File: src/rtl/core/bcts_pkg.sv
// shared types, constants and codes for the battery capacity test sequencer
package bcts_pkg;

    // default number of test channels
    localparam int NUM_CHANNELS_DEF = 4;

    // fixed field widths
    localparam int CH_FIELD_W  = 2;
    localparam int IN_TDATA_W  = 56;
    localparam int OUT_TDATA_W = 56;
    localparam int CFG_ADDR_W  = 3;
    localparam int CFG_DATA_W  = 16;

    // input queue between the front and the back
    localparam int QDEPTH = 4;
    localparam int QPTR_W = 2;

    // capacity conversion from mA-s to mAh
    localparam int SECONDS_PER_HOUR = 3600;
    localparam int RECIP_SHIFT      = 32;
    localparam longint unsigned RECIP_VAL = (64'd1 << RECIP_SHIFT) / SECONDS_PER_HOUR;
    localparam int RECIP_W          = 21;
    localparam int QUOT_W           = 21;
    localparam int PROD_W           = 32 + RECIP_W;

    // drive current once fully recharged
    localparam logic signed [15:0] TRICKLE_MA = 16'sd10;

    // register reset values
    localparam logic [15:0] RST_FULL_V    = 16'd1700;
    localparam logic [15:0] RST_PEAK_DROP = 16'd10;
    localparam logic [15:0] RST_FAULT_V   = 16'd500;
    localparam logic [15:0] RST_ABSENT_V  = 16'd1800;
    localparam logic [15:0] RST_IDLE_CUR  = 16'd10;
    localparam logic [15:0] RST_EMPTY_V   = 16'd1000;
    localparam logic [14:0] RST_CHG_CUR   = 15'd400;
    localparam logic [14:0] RST_DIS_CUR   = 15'd400;

    typedef enum logic [3:0] {
        PH_ERROR     = 4'd0,
        PH_ABSENT    = 4'd1,
        PH_SETUP     = 4'd2,
        PH_CHARGE    = 4'd3,
        PH_WAIT1     = 4'd4,
        PH_DISCHARGE = 4'd5,
        PH_WAIT2     = 4'd6,
        PH_RECHARGE  = 4'd7,
        PH_CHARGED   = 4'd8
    } phase_t;

    typedef enum logic [2:0] {
        CFG_FULL_V    = 3'd0,
        CFG_PEAK_DROP = 3'd1,
        CFG_FAULT_V   = 3'd2,
        CFG_ABSENT_V  = 3'd3,
        CFG_IDLE_CUR  = 3'd4,
        CFG_EMPTY_V   = 3'd5,
        CFG_CHG_CUR   = 3'd6,
        CFG_DIS_CUR   = 3'd7
    } cfg_idx_t;

    typedef struct packed {
        logic [15:0]        full_v;
        logic [15:0]        peak_drop;
        logic [15:0]        fault_v;
        logic [15:0]        absent_v;
        logic signed [15:0] idle_cur;
        logic [15:0]        empty_v;
        logic [14:0]        chg_cur;
        logic [14:0]        dis_cur;
    } cfg_t;

    typedef struct packed {
        logic [CH_FIELD_W-1:0] channel;
        logic [15:0]           voltage;
        logic signed [15:0]    current;
        logic signed [15:0]    avg_current;
        logic                  start;
        logic                  fault;
    } item_t;

    typedef struct packed {
        logic [CH_FIELD_W-1:0] channel;
        phase_t                phase;
        logic signed [15:0]    drive;
        logic signed [31:0]    cap;
        logic                  div_pending;
        logic                  wiring;
    } res_t;

    typedef struct packed {
        logic  valid;
        item_t item;
    } q_head_t;

endpackage

File: src/rtl/core/bcts_front.sv
// front part: item acceptance, channel range check and input queue
module bcts_front #(
    parameter int NUM_CHANNELS = bcts_pkg::NUM_CHANNELS_DEF
) (
    input  logic                              clk,
    input  logic                              rst_n,
    input  logic                              s_axis_tvalid,
    output logic                              s_axis_tready,
    input  logic [bcts_pkg::IN_TDATA_W-1:0]   s_axis_tdata,
    input  logic [bcts_pkg::CH_FIELD_W-1:0]   s_axis_tuser,
    input  logic                              pop,
    output bcts_pkg::q_head_t                 head
);

    localparam logic [4:0] NCH = 5'(NUM_CHANNELS);

    bcts_pkg::item_t               q_mem_reg [bcts_pkg::QDEPTH];
    logic [bcts_pkg::QPTR_W-1:0]   wr_ptr_reg;
    logic [bcts_pkg::QPTR_W-1:0]   wr_ptr_next;
    logic [bcts_pkg::QPTR_W-1:0]   rd_ptr_reg;
    logic [bcts_pkg::QPTR_W-1:0]   rd_ptr_next;
    logic [bcts_pkg::QPTR_W:0]     count_reg;
    logic [bcts_pkg::QPTR_W:0]     count_next;
    logic                          in_range;
    logic                          push;
    bcts_pkg::item_t               in_item;

    assign in_item.channel     = s_axis_tuser;
    assign in_item.voltage     = s_axis_tdata[15:0];
    assign in_item.current     = $signed(s_axis_tdata[31:16]);
    assign in_item.avg_current = $signed(s_axis_tdata[47:32]);
    assign in_item.start       = s_axis_tdata[48];
    assign in_item.fault       = s_axis_tdata[49];

    // items for channels that do not exist are taken and dropped
    assign in_range      = {3'b000, s_axis_tuser} < NCH;
    assign s_axis_tready = count_reg != (bcts_pkg::QPTR_W + 1)'(bcts_pkg::QDEPTH);
    assign push          = s_axis_tvalid && s_axis_tready && in_range;

    assign head.valid = count_reg != '0;
    assign head.item  = q_mem_reg[rd_ptr_reg];

    always_comb
    begin
        wr_ptr_next = push ? wr_ptr_reg + 1'b1 : wr_ptr_reg;
        rd_ptr_next = pop ? rd_ptr_reg + 1'b1 : rd_ptr_reg;
        count_next  = count_reg + (bcts_pkg::QPTR_W + 1)'(push)
                      - (bcts_pkg::QPTR_W + 1)'(pop);
    end

    always_ff @(posedge clk or negedge rst_n)
    begin
        if (!rst_n)
        begin
            wr_ptr_reg <= '0;
            rd_ptr_reg <= '0;
            count_reg  <= '0;
        end
        else
        begin
            wr_ptr_reg <= wr_ptr_next;
            rd_ptr_reg <= rd_ptr_next;
            count_reg  <= count_next;
        end
    end

    always_ff @(posedge clk)
    begin
        if (push)
        begin
            q_mem_reg[wr_ptr_reg] <= in_item;
        end
    end

endmodule

File: src/rtl/core/bcts_exec.sv
// back part: per-channel phase sequencing and capacity integration
module bcts_exec #(
    parameter int NUM_CHANNELS = bcts_pkg::NUM_CHANNELS_DEF
) (
    input  logic                 clk,
    input  logic                 rst_n,
    input  bcts_pkg::cfg_t       cfg,
    input  bcts_pkg::q_head_t    head,
    input  logic                 advance,
    output logic                 pop,
    output logic                 a_valid,
    output bcts_pkg::res_t       a_res
);

    localparam int CH_W = (NUM_CHANNELS > 1) ? $clog2(NUM_CHANNELS) : 1;

    bcts_pkg::phase_t       phase_reg [NUM_CHANNELS];
    logic [15:0]            peak_reg  [NUM_CHANNELS];
    logic signed [15:0]     drive_reg [NUM_CHANNELS];
    logic signed [31:0]     cap_reg   [NUM_CHANNELS];
    logic [NUM_CHANNELS-1:0] divp_reg;

    logic                   a_valid_reg;
    bcts_pkg::res_t         a_res_reg;

    logic [CH_W-1:0]        idx;
    bcts_pkg::item_t        it;
    bcts_pkg::phase_t       phase_cur;
    bcts_pkg::phase_t       phase_next;
    logic [15:0]            peak_next;
    logic signed [15:0]     drive_next;
    logic signed [31:0]     cap_next;
    logic                   divp_next;
    logic                   wiring;
    logic signed [16:0]     drop;
    logic                   full;
    logic signed [33:0]     diff;
    logic signed [31:0]     cap_sat;
    logic                   idle;

    assign it      = head.item;
    assign idx     = CH_W'(it.channel);
    assign pop     = head.valid && advance;
    assign a_valid = a_valid_reg;
    assign a_res   = a_res_reg;

    // full: above the full voltage, or dropped too far below the tracked peak
    assign drop = $signed({1'b0, peak_reg[idx]}) - $signed({1'b0, it.voltage});
    assign full = (it.voltage > cfg.full_v) || (drop > $signed({1'b0, cfg.peak_drop}));
    assign idle = it.current < cfg.idle_cur;

    // saturating mA-s integration
    assign diff = 34'(cap_reg[idx]) - 34'(it.avg_current);
    always_comb
    begin
        if (diff[33:31] == 3'b000 || diff[33:31] == 3'b111)
        begin
            cap_sat = diff[31:0];
        end
        else if (diff[33])
        begin
            cap_sat = 32'sh8000_0000;
        end
        else
        begin
            cap_sat = 32'sh7FFF_FFFF;
        end
    end

    always_comb
    begin
        phase_cur  = it.fault ? bcts_pkg::PH_ERROR : phase_reg[idx];
        phase_next = phase_cur;
        peak_next  = peak_reg[idx];
        drive_next = it.fault ? 16'sd0 : drive_reg[idx];
        cap_next   = cap_reg[idx];
        divp_next  = divp_reg[idx];
        wiring     = 1'b0;
        unique case (phase_cur)
            bcts_pkg::PH_ABSENT:
            begin
                if (it.voltage < cfg.fault_v)
                begin
                    wiring = 1'b1;
                end
                else if (it.voltage < cfg.absent_v)
                begin
                    cap_next   = '0;
                    divp_next  = 1'b0;
                    peak_next  = '0;
                    drive_next = '0;
                    phase_next = bcts_pkg::PH_SETUP;
                end
            end
            bcts_pkg::PH_SETUP:
            begin
                if (it.start)
                begin
                    peak_next  = '0;
                    drive_next = $signed({1'b0, cfg.chg_cur});
                    phase_next = bcts_pkg::PH_CHARGE;
                end
            end
            bcts_pkg::PH_CHARGE,
            bcts_pkg::PH_RECHARGE:
            begin
                if (full)
                begin
                    if (phase_cur == bcts_pkg::PH_CHARGE)
                    begin
                        drive_next = '0;
                        phase_next = bcts_pkg::PH_WAIT1;
                    end
                    else
                    begin
                        drive_next = bcts_pkg::TRICKLE_MA;
                        phase_next = bcts_pkg::PH_CHARGED;
                    end
                end
                else if (peak_reg[idx] < it.voltage)
                begin
                    peak_next = it.voltage;
                end
            end
            bcts_pkg::PH_WAIT1:
            begin
                if (idle)
                begin
                    cap_next   = '0;
                    divp_next  = 1'b0;
                    drive_next = -$signed({1'b0, cfg.dis_cur});
                    phase_next = bcts_pkg::PH_DISCHARGE;
                end
            end
            bcts_pkg::PH_DISCHARGE:
            begin
                cap_next = cap_sat;
                // the mAh conversion is applied on the way out
                if (it.voltage < cfg.empty_v || it.voltage > cfg.absent_v)
                begin
                    divp_next  = 1'b1;
                    drive_next = '0;
                    phase_next = bcts_pkg::PH_WAIT2;
                end
            end
            bcts_pkg::PH_WAIT2:
            begin
                if (idle)
                begin
                    drive_next = $signed({1'b0, cfg.chg_cur});
                    peak_next  = '0;
                    phase_next = bcts_pkg::PH_RECHARGE;
                end
            end
            bcts_pkg::PH_CHARGED:
            begin
                if (it.voltage > cfg.absent_v)
                begin
                    phase_next = bcts_pkg::PH_ABSENT;
                end
            end
            default:
            begin
                phase_next = phase_cur;
            end
        endcase
    end

    always_ff @(posedge clk or negedge rst_n)
    begin
        if (!rst_n)
        begin
            for (int i = 0; i < NUM_CHANNELS; i++)
            begin
                phase_reg[i] <= bcts_pkg::PH_ABSENT;
                peak_reg[i]  <= '0;
                drive_reg[i] <= '0;
                cap_reg[i]   <= '0;
            end
            divp_reg    <= '0;
            a_valid_reg <= 1'b0;
        end
        else
        begin
            if (pop)
            begin
                phase_reg[idx] <= phase_next;
                peak_reg[idx]  <= peak_next;
                drive_reg[idx] <= drive_next;
                cap_reg[idx]   <= cap_next;
                divp_reg[idx]  <= divp_next;
            end
            if (advance)
            begin
                a_valid_reg <= pop;
            end
        end
    end

    always_ff @(posedge clk)
    begin
        if (pop)
        begin
            a_res_reg.channel     <= it.channel;
            a_res_reg.phase       <= phase_next;
            a_res_reg.drive       <= drive_next;
            a_res_reg.cap         <= cap_next;
            a_res_reg.div_pending <= divp_next;
            a_res_reg.wiring      <= wiring;
        end
    end

endmodule

File: src/rtl/core/bcts_div.sv
// output pipeline: mA-s to mAh conversion by reciprocal multiply, result register
module bcts_div (
    input  logic                               clk,
    input  logic                               rst_n,
    input  logic                               advance,
    input  logic                               a_valid,
    input  bcts_pkg::res_t                     a_res,
    output logic                               m_axis_tvalid,
    output logic [bcts_pkg::OUT_TDATA_W-1:0]   m_axis_tdata,
    output logic [bcts_pkg::CH_FIELD_W-1:0]    m_axis_tuser
);

    localparam logic [bcts_pkg::RECIP_W-1:0] RECIP = bcts_pkg::RECIP_W'(bcts_pkg::RECIP_VAL);
    localparam logic [11:0] DIVISOR = 12'(bcts_pkg::SECONDS_PER_HOUR);

    logic                               b_valid_reg;
    bcts_pkg::res_t                     b_res_reg;
    logic [31:0]                        b_abs_reg;
    logic [bcts_pkg::PROD_W-1:0]        b_prod_reg;
    logic                               c_valid_reg;
    bcts_pkg::res_t                     c_res_reg;
    logic [bcts_pkg::QUOT_W-1:0]        c_qe_reg;
    logic [31:0]                        c_rem_reg;
    logic                               d_valid_reg;
    bcts_pkg::res_t                     d_res_reg;

    logic [31:0]                        abs_val;
    logic [bcts_pkg::QUOT_W-1:0]        qe;
    logic [bcts_pkg::QUOT_W-1:0]        q;
    logic signed [31:0]                 quot;
    logic signed [31:0]                 cap_out;
    bcts_pkg::res_t                     c_res_out;

    assign abs_val = a_res.cap[31] ? 32'(-a_res.cap) : 32'(a_res.cap);
    assign qe      = b_prod_reg[bcts_pkg::RECIP_SHIFT +: bcts_pkg::QUOT_W];

    // estimate is at most one low; one compare fixes it, then the sign goes back
    assign q       = c_qe_reg + bcts_pkg::QUOT_W'(c_rem_reg >= 32'(DIVISOR));
    assign quot    = c_res_reg.cap[31] ? -$signed(32'(q)) : $signed(32'(q));
    assign cap_out = c_res_reg.div_pending ? quot : c_res_reg.cap;

    always_comb
    begin
        c_res_out     = c_res_reg;
        c_res_out.cap = cap_out;
    end

    assign m_axis_tvalid = d_valid_reg;
    assign m_axis_tuser  = d_res_reg.channel;
    assign m_axis_tdata  = {3'b000, d_res_reg.wiring, d_res_reg.cap,
                            d_res_reg.drive, d_res_reg.phase};

    always_ff @(posedge clk or negedge rst_n)
    begin
        if (!rst_n)
        begin
            b_valid_reg <= 1'b0;
            c_valid_reg <= 1'b0;
            d_valid_reg <= 1'b0;
        end
        else if (advance)
        begin
            b_valid_reg <= a_valid;
            c_valid_reg <= b_valid_reg;
            d_valid_reg <= c_valid_reg;
        end
    end

    always_ff @(posedge clk)
    begin
        if (advance)
        begin
            b_res_reg  <= a_res;
            b_abs_reg  <= abs_val;
            b_prod_reg <= abs_val * RECIP;
            c_res_reg  <= b_res_reg;
            c_qe_reg   <= qe;
            c_rem_reg  <= b_abs_reg - 32'(qe) * 32'(DIVISOR);
            d_res_reg  <= c_res_out;
        end
    end

endmodule

File: src/rtl/core/battery_capacity_test_sequencer_core.sv
// top level of the battery capacity test sequencer: config registers and block wiring

// One item is one one-second tick for one channel; it moves that channel through
// absent, setup, charge, wait, discharge, wait, recharge and charged, or into
// error on a sensor fault, and returns one result with the new phase, drive setpoint
// and capacity (mA-s during discharge, mAh after). The block takes one item per clock
// cycle while the output is not stalled; the per-channel state is read, updated and
// written back as the item is popped, so ticks for the same channel may follow each
// other directly. An item passes through the four-entry input queue, at whose pop the
// state update is registered, and then through the b, c and d registers of the divide
// by 3600, done with a reciprocal multiply and one correction step. Items for a channel
// at or above NUM_CHANNELS are accepted and dropped without a result. State is cleared
// directly by reset; there is no clearing pass. Configuration writes take effect at
// the next clock edge.
module battery_capacity_test_sequencer_core #(
    parameter int NUM_CHANNELS = bcts_pkg::NUM_CHANNELS_DEF
) (
    input  logic                               clk,
    input  logic                               rst_n,
    input  logic                               s_axis_tvalid,
    output logic                               s_axis_tready,
    // voltage_mv[15:0], current_ma[31:16], avg_current_ma[47:32],
    // start_request[48], sensor_fault[49], zero fill[55:50]
    input  logic [bcts_pkg::IN_TDATA_W-1:0]    s_axis_tdata,
    // channel[1:0]
    input  logic [bcts_pkg::CH_FIELD_W-1:0]    s_axis_tuser,
    output logic                               m_axis_tvalid,
    input  logic                               m_axis_tready,
    // phase[3:0], drive_current_ma[19:4], capacity[51:20], wiring_fault[52],
    // zero fill[55:53]
    output logic [bcts_pkg::OUT_TDATA_W-1:0]   m_axis_tdata,
    // result_channel[1:0]
    output logic [bcts_pkg::CH_FIELD_W-1:0]    m_axis_tuser,
    input  logic                               cfg_wr_en,
    input  logic [bcts_pkg::CFG_ADDR_W-1:0]    cfg_addr,
    input  logic [bcts_pkg::CFG_DATA_W-1:0]    cfg_wdata
);

    bcts_pkg::cfg_t     cfg_reg;
    bcts_pkg::cfg_t     cfg_next;
    bcts_pkg::q_head_t  head;
    logic               pop;
    logic               advance;
    logic               a_valid;
    bcts_pkg::res_t     a_res;

    // the whole back pipeline moves unless a result is waiting
    assign advance = !m_axis_tvalid || m_axis_tready;

    always_comb
    begin
        cfg_next = cfg_reg;
        if (cfg_wr_en)
        begin
            unique case (bcts_pkg::cfg_idx_t'(cfg_addr))
                bcts_pkg::CFG_FULL_V:    cfg_next.full_v    = cfg_wdata;
                bcts_pkg::CFG_PEAK_DROP: cfg_next.peak_drop = cfg_wdata;
                bcts_pkg::CFG_FAULT_V:   cfg_next.fault_v   = cfg_wdata;
                bcts_pkg::CFG_ABSENT_V:  cfg_next.absent_v  = cfg_wdata;
                bcts_pkg::CFG_IDLE_CUR:  cfg_next.idle_cur  = $signed(cfg_wdata);
                bcts_pkg::CFG_EMPTY_V:   cfg_next.empty_v   = cfg_wdata;
                bcts_pkg::CFG_CHG_CUR:   cfg_next.chg_cur   = cfg_wdata[14:0];
                bcts_pkg::CFG_DIS_CUR:   cfg_next.dis_cur   = cfg_wdata[14:0];
                default:                 cfg_next           = cfg_reg;
            endcase
        end
    end

    always_ff @(posedge clk or negedge rst_n)
    begin
        if (!rst_n)
        begin
            cfg_reg.full_v    <= bcts_pkg::RST_FULL_V;
            cfg_reg.peak_drop <= bcts_pkg::RST_PEAK_DROP;
            cfg_reg.fault_v   <= bcts_pkg::RST_FAULT_V;
            cfg_reg.absent_v  <= bcts_pkg::RST_ABSENT_V;
            cfg_reg.idle_cur  <= $signed(bcts_pkg::RST_IDLE_CUR);
            cfg_reg.empty_v   <= bcts_pkg::RST_EMPTY_V;
            cfg_reg.chg_cur   <= bcts_pkg::RST_CHG_CUR;
            cfg_reg.dis_cur   <= bcts_pkg::RST_DIS_CUR;
        end
        else
        begin
            cfg_reg <= cfg_next;
        end
    end

    bcts_front #(
        .NUM_CHANNELS (NUM_CHANNELS)
    ) u_front (
        .clk           (clk),
        .rst_n         (rst_n),
        .s_axis_tvalid (s_axis_tvalid),
        .s_axis_tready (s_axis_tready),
        .s_axis_tdata  (s_axis_tdata),
        .s_axis_tuser  (s_axis_tuser),
        .pop           (pop),
        .head          (head)
    );

    bcts_exec #(
        .NUM_CHANNELS (NUM_CHANNELS)
    ) u_exec (
        .clk     (clk),
        .rst_n   (rst_n),
        .cfg     (cfg_reg),
        .head    (head),
        .advance (advance),
        .pop     (pop),
        .a_valid (a_valid),
        .a_res   (a_res)
    );

    bcts_div u_div (
        .clk           (clk),
        .rst_n         (rst_n),
        .advance       (advance),
        .a_valid       (a_valid),
        .a_res         (a_res),
        .m_axis_tvalid (m_axis_tvalid),
        .m_axis_tdata  (m_axis_tdata),
        .m_axis_tuser  (m_axis_tuser)
    );

`ifndef ASSERT_OFF
    // an item is only taken from the queue when one is there
    assert property (@(posedge clk) disable iff (!rst_n) pop |-> head.valid)
        else $error("queue popped while empty");

    // a wiring fault is only reported for an absent channel
    assert property (@(posedge clk) disable iff (!rst_n)
        (m_axis_tvalid && m_axis_tdata[52]) |-> (m_axis_tdata[3:0] == bcts_pkg::PH_ABSENT))
        else $error("wiring fault outside absent phase");

    // sensor error always drives zero current
    assert property (@(posedge clk) disable iff (!rst_n)
        (m_axis_tvalid && m_axis_tdata[3:0] == bcts_pkg::PH_ERROR) |-> (m_axis_tdata[19:4] == '0))
        else $error("nonzero drive in sensor error");

    // a charged channel always trickles
    assert property (@(posedge clk) disable iff (!rst_n)
        (m_axis_tvalid && m_axis_tdata[3:0] == bcts_pkg::PH_CHARGED)
        |-> (m_axis_tdata[19:4] == bcts_pkg::TRICKLE_MA))
        else $error("charged channel not at trickle current");
`endif

endmodule
File: config.mk
export PLATFORM = sky130hd
export DESIGN_NAME = battery_capacity_test_sequencer_core
export DESIGN_NICKNAME = d
export VERILOG_FILES = /design/src/rtl/core/bcts_pkg.sv /design/src/rtl/core/bcts_front.sv /design/src/rtl/core/bcts_exec.sv /design/src/rtl/core/bcts_div.sv /design/src/rtl/core/battery_capacity_test_sequencer_core.sv
export SDC_FILE = /design/constraint.sdc
export NUM_CORES = 2
export LEC_CHECK = 0
export ABC_AREA = 1
export BUFFER_PORTS_ARGS = -buffer_cell sky130_fd_sc_hd__buf_2
export CAP_MARGIN = 0
export CORE_MARGIN = 2
export CORE_UTILIZATION = 42
export CTS_CLUSTER_DIAMETER = 150
export DETAILED_ROUTE_END_ITERATION = 8
export SLEW_MARGIN = 20
export SYNTH_ARGS = -nofsm -noshare
export SYNTH_HDL_FRONTEND = slang
export SYNTH_SLANG_ARGS = --single-unit
File: constraint.sdc
create_clock -name clk -period 7.4 [get_ports clk]
set_input_delay 1.11 -clock clk [delete_from_list [all_inputs] [get_ports clk]]
set_output_delay 1.11 -clock clk [all_outputs]
set_load 0.05 [all_outputs]
==> results.ini <==
[layout]
num-nets-final = 7473
multiInputGateArea_mm2 = 0.0292
final_layout_size_suffix_gt1_share_pct = 11.2
mostFrequentLayoutCells = nand2_1, inv_1, edfxtp_1, ha_1, dfrtp_1
most_frequent_standard_cell_in_the_layout_excluding_fill_and_tap_cells = nand2_1
area_delta_synth_final_pct = 13.6
fillerInstances = 13000
layout.area.seq_mm2 = 0.0263
largest_register_ffs = 208

[critical_path]
end_kind = flip-flop
worst-setup-path-type = flip-flop to flip-flop
cp_data_required_time_ns = 7.88
timing.critical_path.fanout_max = 6
cpMaxStageDelayCell = fa_2
timing.critical_path.from_type = flip-flop
maximum_single_stage_delay_on_the_critical_path_ns = 0.57
critical_path.most_common_cell = fa_2
worstPathArrival_ns = 7.57

[floorplanning]
core-area_mm2 = 0.139
die_height_um = 378
pin_count = 142
width_of_the_die_um = 378
die_area_mm2 = 0.143
placementRows = 137
start_util_pct = 42.2

[placed_design]
port_buffers = 132
placed_wire_length_estimate_after_detailed_placement_um = 110000
place_congestion = 0.898

[synth]
synth-async-reset-ratio_pct = 43.8
synth_edf_count = 529
synth_top_area_share_pct = 27.1
syn-instance-count = 6371
synthDistinctLibCells = 65
register_area_share_after_synthesis_pct = 44.8
yosysTopAreaCell = edfxtp_1
yosys_warnings = 0
mappedNetlistArea_mm2 = 0.0586
avgSynthCellArea_um2 = 9.20
flop_and_latch_count_out_of_synthesis = 942
postSynth.topFlopCell = edfxtp_1
post_synth_main_area_contributors = edfxtp_1, dfrtp_1, nand2_1

[global_route]
grt_pass1_wl_um = 242000
number_of_global_route_vias_before_repair = 43200
grt_antenna_before_repair = 18
maximum_number_of_pins_on_one_net_before_global_route_repair = 147
globalRouteTotalUtil_pct = 21.7
globalRouteOverflowTotal = 0

[timing]
setup_repair_after_global_routing_missed_its_margin = true
timing.max_slew.rel_slack_pct = 27.1
pin_slew_with_the_least_headroom_to_its_limit_ns = 1.09
finalSetupViolations = 0
hold_viol = 0
fin_setup_tns_ns = 0
timing.final.crit_share_pct = 95.8
final_period_minus_worst_setup_slack_ns = 7.09
fmax_mhz = 141
drv_slew = 0
fin_worst_skew_ns = 0.0824

[cts]
cts_max_path_buffers = 3
clk_root_buffer_cell = clkbuf_16
clock_transition_at_the_register_clock_pins_on_the_worst_setup_and_hold_paths_after_cts_ns = 0.06
clock_tree.htree_level_count = 3
tritoncts = done
clock_tree_sinks = 942
clk-insertion-delay-late_ns = 0.76
cts_hold_buffers = 0
tritoncts.num_buffers = 104

[drt]
wl_per_cell_um = 18.0
num_vias = 44000
initialDrtViolationCount = 3349
count_of_unresolved_drc_violations_after_routing = 0
route.antenna.remaining_nets = 0
aggregate_routed_wire_length_um = 155000
drt-vias-per-instance = 5.11
drt-pass1-iter-count = 6

[run]
max_cap_viol_count = 0

[outcome]
run_status = complete, no violations

[min_path]
min_path_type = primary input to async pin

critical path, delay by kind of cell, from the launching register on:
family          cells  cell delay, ns
fa+ha+maj           7            3.11
buf+inv             6            0.60
compound gates      4            0.66
xor+xnor            2            0.24
flops               1            0.42
simple gates       13            1.80
cell families after synthesis:
logic type	Yosys count	share of synthesized area, %
fa+ha+maj	745	18.7
flops	942	44.8
buf+inv	986	6.52
xor+xnor	200	2.99
compound gates	845	8.25
other cells	1	0.00639
simple gates	2652	18.7
final cells by class:
| class | instances | area share, % |
|---|---|---|
| Antenna cell | 4 | 0.0150 |
| Multi-Input combinational cell | 4445 | 43.9 |
| Timing Repair Buffer | 361 | 3.69 |
| Inverter | 792 | 4.49 |
| Clock inverter | 63 | 0.857 |
| Tap cell | 1876 | 3.52 |
| Clock buffer | 131 | 4.10 |
| Sequential cell | 942 | 39.4 |
routing by layer:
layer / part of all wire [%] / up-vias / global-route usage, % / routed length, um
li1: - / 21500 / - / -
met1: 44 / 21200 / 28.8 / 68500
met2: 47 / 1022 / 36.3 / 73100
met4: 3.1 / 22 / 6.91 / 4850
met3: 5.3 / 274 / 3.61 / 8170
met5: 0.093 / - / 0 / 144
worst paths after layout:
kind | startpoint | end | slack (ns) | cells past startpoint
worst max-delay path | u_exec.a_res[2] | u_div.b_prod_reg[46] | 0.31 | 32
worst min-delay path | rst_n | cfg_reg[32] | 0.38 | 1
worst max register to register | u_exec.a_res[2] | u_div.b_prod_reg[46] | 0.31 | 32
worst min register to register | u_div.c_res_out[55] | u_div.m_axis_tuser[1] | 0.41 | 0
max in group asynchronous | rst_n | u_exec.phase_reg[15] | 5.57 | 2
min in group clk | u_div.c_res_out[55] | u_div.m_axis_tuser[1] | 0.41 | 0
cell usage after synthesis, drive strengths merged, types with 2 or more instances:
master and count:
ha 523, nand4 52, a21oi 272, o211ai 17, fa 222, nor3b 3
o21bai 9, a21o 15, a21boi 8, xor2 126, inv 790, buf 62
nor3 66, o2111ai 2, o31ai 7, o21a 19, a22oi 33, dfstp 35
edfxtp 529, nor2 344, o21ai 336, nand2 1921, dfrtp 378, a211oi 8
a31oi 24, a32oi 15, or2 3, xnor2 74, and2 2, a221oi 2
o221ai 14, clkinv 2, o22ai 43, nand3 226, a32o 15, nand3b 12
clkbuf 132, nor4 22
timing repair:
| item | 4_1_cts | 5_1_grt |
|---|---|---|
| pin swaps | 0 | 65 |
| hold endpoints to repair | 0 | 0 |
| setup buffers | 0 | 18 |
| gates resized for setup | 5 | 120 |
| setup endpoints to repair | 4 | 21 |
stage by stage:
stage	utilization, %	hold WS [ns]	cells	instance area (um^2)	setup WS (ns)
CTS	47.4	0.401	8592	65900	0.0257
detailed placement	45.0	0.405	8398	62500	-0.0937
floorplan	-	0.400	6373	58700	0.228
finish	47.9	0.385	8614	66600	0.314
global route	47.9	0.420	8610	66600	-0.104
global placement	45.0	0.403	8398	62500	-0.0971
Power is not shown: default switching activity piles up to over one toggle a cycle in this logic, so the estimate is an artifact.
